`config.mk`:
```
export PLATFORM = sky130hd
export DESIGN_NAME = obm_cell
export DESIGN_NICKNAME = d
export VERILOG_FILES = /design/src/rtl/core/order_book_matcher_macros.svh /design/src/rtl/core/obm_pkg.sv /design/src/rtl/core/obm_cell.sv
export SDC_FILE = /design/constraint.sdc
export NUM_CORES = 1
export LEC_CHECK = 0
export ABC_AREA = 1
export BUFFER_PORTS_ARGS = -buffer_cell sky130_fd_sc_hd__buf_2
export CAP_MARGIN = 10
export CORE_AREA = 2 2 187 189
export DETAILED_ROUTE_END_ITERATION = 10
export DIE_AREA = 0 0 189 191
export GPL_ROUTABILITY_DRIVEN = 0
export GPL_TIMING_DRIVEN = 0
export HOLD_SLACK_MARGIN = 0.15
export SYNTH_ARGS = -nofsm -noshare
export SYNTH_HDL_FRONTEND = slang
export SYNTH_SLANG_ARGS = --single-unit
```
`constraint.sdc`:
```
create_clock -name clk -period 7.7 [get_ports clk]
set_clock_uncertainty 0.2 [all_clocks]
set_input_delay 0.77 -clock clk [delete_from_list [all_inputs] [get_ports clk]]
set_output_delay 0.77 -clock clk [all_outputs]
set_load 0.05 [all_outputs]
```
`src/rtl/core/order_book_matcher_macros.svh`:
```
// Assertion helpers shared by the order book
`ifndef ORDER_BOOK_MATCHER_MACROS_SVH
`define ORDER_BOOK_MATCHER_MACROS_SVH

// Implication checked on every clock edge outside reset
`define OBM_ASSERT_IMP(label, ante, cons, msg) \
  label: assert property (@(posedge clk) disable iff (rst) (ante) |-> (cons)) \
    else $error(msg);

// Implication whose consequent is checked in the cycle after the antecedent
`define OBM_ASSERT_NEXT(label, ante, cons, msg) \
  label: assert property (@(posedge clk) disable iff (rst) (ante) |=> (cons)) \
    else $error(msg);

`endif

```
`src/rtl/core/obm_pkg.sv`:
```
package obm_pkg;

  localparam int unsigned POOL_ORDERS_DEF  = 16;
  localparam int unsigned PRICE_LEVELS_DEF = 16384;
  localparam int unsigned MAX_RESULTS      = 33;

  localparam logic MODE_NEW    = 1'b0;
  localparam logic MODE_CANCEL = 1'b1;

  localparam logic SIDE_BUY  = 1'b0;
  localparam logic SIDE_SELL = 1'b1;

  localparam logic [1:0] TYPE_LIMIT  = 2'd0;
  localparam logic [1:0] TYPE_MARKET = 2'd1;

  localparam logic KIND_TRADE  = 1'b0;
  localparam logic KIND_REPORT = 1'b1;

  localparam logic [1:0] ST_FILLED    = 2'd0;
  localparam logic [1:0] ST_RESTING   = 2'd1;
  localparam logic [1:0] ST_CANCELLED = 2'd2;

  // One resting order as held by a cell
  typedef struct packed {
    logic        valid;
    logic [31:0] order_ref;
    logic        side;
    logic [15:0] price;
    logic [31:0] original;
    logic [31:0] remaining;
    logic [31:0] rank;
  } entry_t;

  // Search query broadcast to every cell
  typedef struct packed {
    logic        cancel;
    logic [31:0] order_ref;
    logic        side;
    logic        market;
    logic [15:0] price;
    logic [31:0] counter;
  } query_t;

  // Candidate passed along the chain
  typedef struct packed {
    logic        found;
    logic [4:0]  slot;
    logic [15:0] price;
    logic [31:0] age;
  } cand_t;

  typedef struct packed {
    logic        record_kind;
    logic [31:0] buyer_id;
    logic [31:0] seller_id;
    logic [31:0] report_id;
    logic [1:0]  report_status;
    logic        report_side;
    logic [15:0] deal_price;
    logic [31:0] deal_quantity;
    logic [31:0] left_quantity;
    logic [47:0] trade_time;
    logic        last;
  } result_t;

  typedef struct packed {
    logic        mode;
    logic [31:0] order_ref;
    logic        side;
    logic [1:0]  order_type;
    logic [15:0] limit_price;
    logic [31:0] order_quantity;
    logic [47:0] arrival_time;
  } request_t;

endpackage

```
`src/rtl/core/obm_cell.sv`:
```
// One pool slot: holds an entry and merges its bid into the passing candidate
module obm_cell
  import obm_pkg::*;
#(
  parameter logic [4:0] SLOT = 5'd0
) (
  input  logic   clk,
  input  logic   rst,
  input  query_t query,
  input  cand_t  cand_in,
  output cand_t  cand_out,
  input  logic   wr_en,
  input  entry_t wr_entry,
  output entry_t entry
);

  logic        eligible;
  logic [31:0] age;
  logic        better;

  // Storage; only valid is reset
  always_ff @(posedge clk) begin
    if (rst) begin
      entry.valid <= 1'b0;
    end else if (wr_en) begin
      entry <= wr_entry;
    end
  end

  // Local compare against the candidate from the previous cell
  always_comb begin
    age = query.counter - entry.rank;
    if (query.cancel) begin
      eligible = entry.valid && (entry.order_ref == query.order_ref);
      better   = !cand_in.found || (age < cand_in.age);
    end else begin
      eligible = entry.valid && (entry.side != query.side);
      if (!query.market) begin
        if (query.side == SIDE_BUY && query.price < entry.price) eligible = 1'b0;
        if (query.side == SIDE_SELL && query.price > entry.price) eligible = 1'b0;
      end
      if (!cand_in.found) better = 1'b1;
      else if (entry.price == cand_in.price) better = age > cand_in.age;
      else if (query.side == SIDE_BUY) better = entry.price < cand_in.price;
      else better = entry.price > cand_in.price;
    end
  end

  // Registered hand-off to the next cell
  always_ff @(posedge clk) begin
    if (eligible && better) begin
      cand_out.found <= 1'b1;
      cand_out.slot  <= SLOT;
      cand_out.price <= entry.price;
      cand_out.age   <= age;
    end else begin
      cand_out <= cand_in;
    end
  end

endmodule

```
== Yosys cells after proc, flatten, opt, wreduce, memory -nomap -nowiden ==
Index checks and enable logic that the tools add are counted.

* Flip-flop bits (word level): 200
* Word-level logic and storage cells: 40
* Output and inout bits: 200
* Bits of input ports: 286

* Order comparisons: 6
* Equality and inequality tests: 3
* Multiplexer cells: 9
* Bitwise logic cells: 2
* Reduce and logical (&&, ||, !) cells: 8
* Add/subtract/negate cells: 1

{| class="wikitable"
|+ Operator list
! cell !! count
|-
| 48-bit two-way mux || 1
|-
| 32-bit equality test || 1
|-
| 16-bit greater-than comparator || 2
|-
| 32-bit greater-than comparator || 1
|-
| 16-bit less-than comparator || 2
|-
| 32-bit less-than comparator || 1
|-
| 32-bit subtractor || 1
|-
| 16-bit equality test || 1
|-
| 1-bit two-way mux || 8
|-
| 1-bit logical AND || 5
|-
| 1-bit inverter || 2
|-
| 2-bit AND reduction || 1
|-
| 1-bit logical NOT || 1
|-
| 1-bit logical OR || 1
|-
| 1-bit != test || 1
|}

== Longest topological paths before layout ==
* Depth in word-level cells: 8
* Mapped depth: 31
* Gate-level depth less buffers: 29

== Worst setup path after synthesis ==
No wires, ideal clock.

* Path type: input to register
* From: in wr_en
* To: reg entry[0] in the netlist's numbering, enable pin
* Required time: 6.844 ns
* Slack: -0.061 ns
* Arrival: 6.905 ns
* Stages on the path: 2
* Path buffers: 0
* Library setup time: 0.656 ns
* Cells stage by stage: inv_1 > nor2_1

* Longest elaborated chain between the ends: 1

{| class="wikitable"
|+ Ends and longest elaborated chain
! element !! RTL line !! source
|-
| start, declared || obm_cell.sv:12 || <nowiki>input logic wr_en,</nowiki>
|-
| 2-bit AND reduction (no source line) || - ||
|-
| end signal, assigned || obm_cell.sv:26 || <nowiki>entry <= wr_entry;</nowiki>
|-
| end, declared || obm_cell.sv:14 || <nowiki>output entry_t entry</nowiki>
|}

No other way between the ends.
A chain may end at the register's enable or synchronous reset.

== Worst setup path after layout ==
* From: in query[0] in the netlist's numbering
* To: reg cand_out[28] in the netlist's numbering

* Longest elaborated chain between the ends: 7
* Elaborated cells between the ends (all ways): 9
* Those cells by class: 1 x add/sub; 2 x order compare; 4 x mux; 2 x reduce/logical

{| class="wikitable"
|+ Ends and longest elaborated chain
! element !! RTL line !! source
|-
| start, declared || obm_cell.sv:9 || <nowiki>input query_t query,</nowiki>
|-
| 32-bit subtractor * || obm_cell.sv:32 || <nowiki>age = query.counter - entry.rank;</nowiki>
|-
| 32-bit greater-than comparator || obm_cell.sv:43 || <nowiki>else if (entry.price == cand_in.price) better = age > cand_in.age;</nowiki>
|-
| 1-bit two-way mux || obm_cell.sv:43 ||
|-
| 1-bit two-way mux || obm_cell.sv:42 || <nowiki>if (!cand_in.found) better = 1'b1;</nowiki>
|-
| 1-bit two-way mux || obm_cell.sv:33 || <nowiki>if (query.cancel) begin</nowiki>
|-
| 1-bit logical AND || obm_cell.sv:51 || <nowiki>if (eligible && better) begin</nowiki>
|-
| 48-bit two-way mux * || obm_cell.sv:51 ||
|-
| end signal, assigned || obm_cell.sv:57 || <nowiki>cand_out <= cand_in;</nowiki>
|-
| end, declared || obm_cell.sv:11 || <nowiki>output cand_t cand_out,</nowiki>
|}

Every way passes the cells marked *; elsewhere a longest branch is shown, timed or not.

==> impl_metrics.tcl <==
set metrics [dict create \
    synth-edff-count 145 \
    timing.rr.start "entry[0]" \
    clockBufferDepth 2 \
    multiInputGateArea_um2 4300 \
    insertion_delay_ns 0.46 \
    ys_seq_area_frac 0.520 \
    core_area_um2 34100 \
    drt-initial-drc-count 489 \
    ctsHoldBuffers 0 \
    grt_start_max_net_pins 33 \
    power.density_nw_per_um2 217 \
    setup_ws_ns 3.03 \
    synth.largest_area_cell "edfxtp_1" \
    outcome "finished, final reports clean" \
    path_common_cell "nand2_1" \
    io_pins 486 \
    tns_ns 0 \
    tritoncts "built" \
    synth_ff_type "edfxtp_1" \
    wirelength_mm 35.5 \
    crit_path_start_kind "input port" \
    cp_slowest_cell "fa_1" \
    portBuffers 485 \
    slowest_delay_ns 0.41 \
    critPathKind "in2reg" \
    pre_cts_slack_ns 2.56 \
    n_fill_cell 3471 \
    dieArea_um2 36100 \
    ys_warn_count 0 \
    vias 9622 \
    path_max_fanout 10 \
    maxCapViolCount 0 \
    initial_core_util 0.307 \
    drv_slew 0 \
    yosys-top-cells-area "edfxtp_1 (42%), ha_1 (11%), dfxtp_1 (11%)" \
    yosysTopAreaCellShare 0.415 \
    layout-drive-gt1-share 0.337 \
    netlist_instances 1133 \
    global_route.overflow_total 0 \
    setup_violations 0 \
    post-route-period-util 0.607 \
    rsz0062_at_grt "false" \
    route.detailed.drc 0 \
    vdd_drop_max_uv 235 \
    synthArstFlopShare 0 \
    power_leakage_nw 7.22 \
    tightest_slew_ns 0.456 \
    cp.arrival_ns 4.87 \
    area_growth_pct 36.0 \
    grt_pass1_wl_mm 52.5 \
    syn_nets 1515 \
    clock_sinks 200 \
    nets 2024 \
    grt_antenna_before_repair 18 \
    drtAntennaViolNets 0 \
    ctsResizeCount 0 \
    fmax_ghz 0.214 \
    ys_seq_elements 200 \
    htreeDepth 4 \
    holdWs_ns 0.282 \
    dp_hpwl_mm 29.3 \
    cp-startpoint "query[0]" \
    grt_use_total 0.193 \
    worst_setup_path_end_kind "flop" \
    hold_path_class "in2reg" \
    slew_headroom 0.693 \
    first_pass_iters 5 \
    finalHoldViolCount 0 \
    cts_buffers 17 \
    avgSynthCellArea_um2 9.25 \
    post-cts-setup-buffer-count 0 \
    critPathRequiredTime_ns 7.89 \
    drt-vias-per-instance 4.53 \
    min_from "wr_entry[131]" \
    synthDistinctLibCells 33 \
    root_buffer "clkbuf_16" \
    row_count 68 \
    min_period_ns 4.67 \
    first_global_vias 9575 \
    regArea_um2 5460 \
    post_drt_wl_per_cell_um 16.7 \
    synthesis.area_um2 10500 \
    dieWidth_um 189 \
    path_clk_slew_ns 0.08 \
    die_h_um 191 \
]
==> synth_stat cells, drive strengths merged (14+ instances only) <==
| library cell | count |
|---|---|
| xor2 | 25 |
| edfxtp | 145 |
| nand3 | 77 |
| nor2 | 76 |
| buf | 15 |
| nand4 | 16 |
| nor3 | 14 |
| nand2 | 287 |
| o21ai | 30 |
| dfxtp | 55 |
| ha | 95 |
| xnor2 | 15 |
| inv | 173 |
| a21oi | 73 |
==> layout by cell type, fill, tap and decap left out, drive strengths merged <==
| cell | count |
|---|---|
| nor2 | 76 |
| nand2 | 287 |
| diode | 15 |
| a21oi | 73 |
| ha | 95 |
| inv | 180 |
| xor2 | 25 |
| o211ai | 1 |
| a31oi | 2 |
| nor4 | 1 |
| clkbuf | 17 |
| nor3 | 14 |
| o21ai | 30 |
| and3 | 1 |
| bufinv | 2 |
| or2 | 7 |
| buf | 505 |
| edfxtp | 145 |
| nand4 | 16 |
| o21a | 5 |
| a21boi | 7 |
| xnor2 | 15 |
| o21bai | 5 |
| nand3 | 77 |
| clkinv | 6 |
| a21o | 5 |
| fa | 1 |
| dfxtp | 55 |
| nand3b | 2 |
==> kinds of logic after synthesis <==
logic type	share of synthesized area
AND/OR/NAND/NOR	0.193
flip-flops	0.520
buffers and inverters	0.0703
AO/OA/AOI/OAI	0.0676
adder cells (fa/ha/maj)	0.115
XOR/XNOR	0.0334
==> power by group <==
| group | internal [W] | leakage (nW) | switching (W) |
|---|---|---|---|
| registers | 0.00123 | 1.82 | 0.0000329 |
| clock network | 0.000500 | 0.308 | 0.000473 |
| logic | 0.000257 | 5.09 | 0.000594 |
==> sequential cells by signal, summed over array words and instances, names as in the netlist <==
register	flops
cand_out	54
entry	146
==> path summary, 6_finish.rpt <==
kind / end / slack [ns] / depth (start not counted)
max: cand_out[28] / 3.03 / 31
min: entry[131] / 0.28 / 1
max reg2reg: cand_out[28] / 3.12 / 29
min reg2reg: entry[145] / 0.32 / 2
==> critical path, delay by kind of cell <==
| family | cells | cell delay, ns |
|---|---|---|
| fa+ha+maj | 3 | 0.93 |
| simple gates | 21 | 2.11 |
| compound gates | 2 | 0.43 |
| buf+inv | 5 | 0.61 |
==> layout make-up <==
class	count	area share
sequential	200	0.383
multi-input combinational	745	0.301
timing repair buffer	490	0.178
inverter	173	0.0455
tap	455	0.0399
clock buffer	17	0.0298
clock inverter	15	0.0142
buffer	15	0.00614
antenna	15	0.00263
==> metrics by stage <==
step	std cells	cell area (um2)	total power [W]	utilization
global route	2119	14200	0.00326	0.417
global placement	2073	13500	0.00213	0.395
CTS	2110	14200	0.00313	0.417
floorplan	1133	10500	0.00187	-
detailed placement	2078	13600	0.00214	0.398
finish	2125	14300	0.00309	0.418
==> layer usage <==
metal / GRT usage / wire (um) / vias to the layer above
li1: - / - / 4783
met1: 0.214 / 13600 / 4395
met2: 0.334 / 17700 / 404
met3: 0.0734 / 3360 / 34
met4: 0.0745 / 725 / 6
met5: 0 / 46 / -
Note: power is estimated with default switching activity, not from simulation.
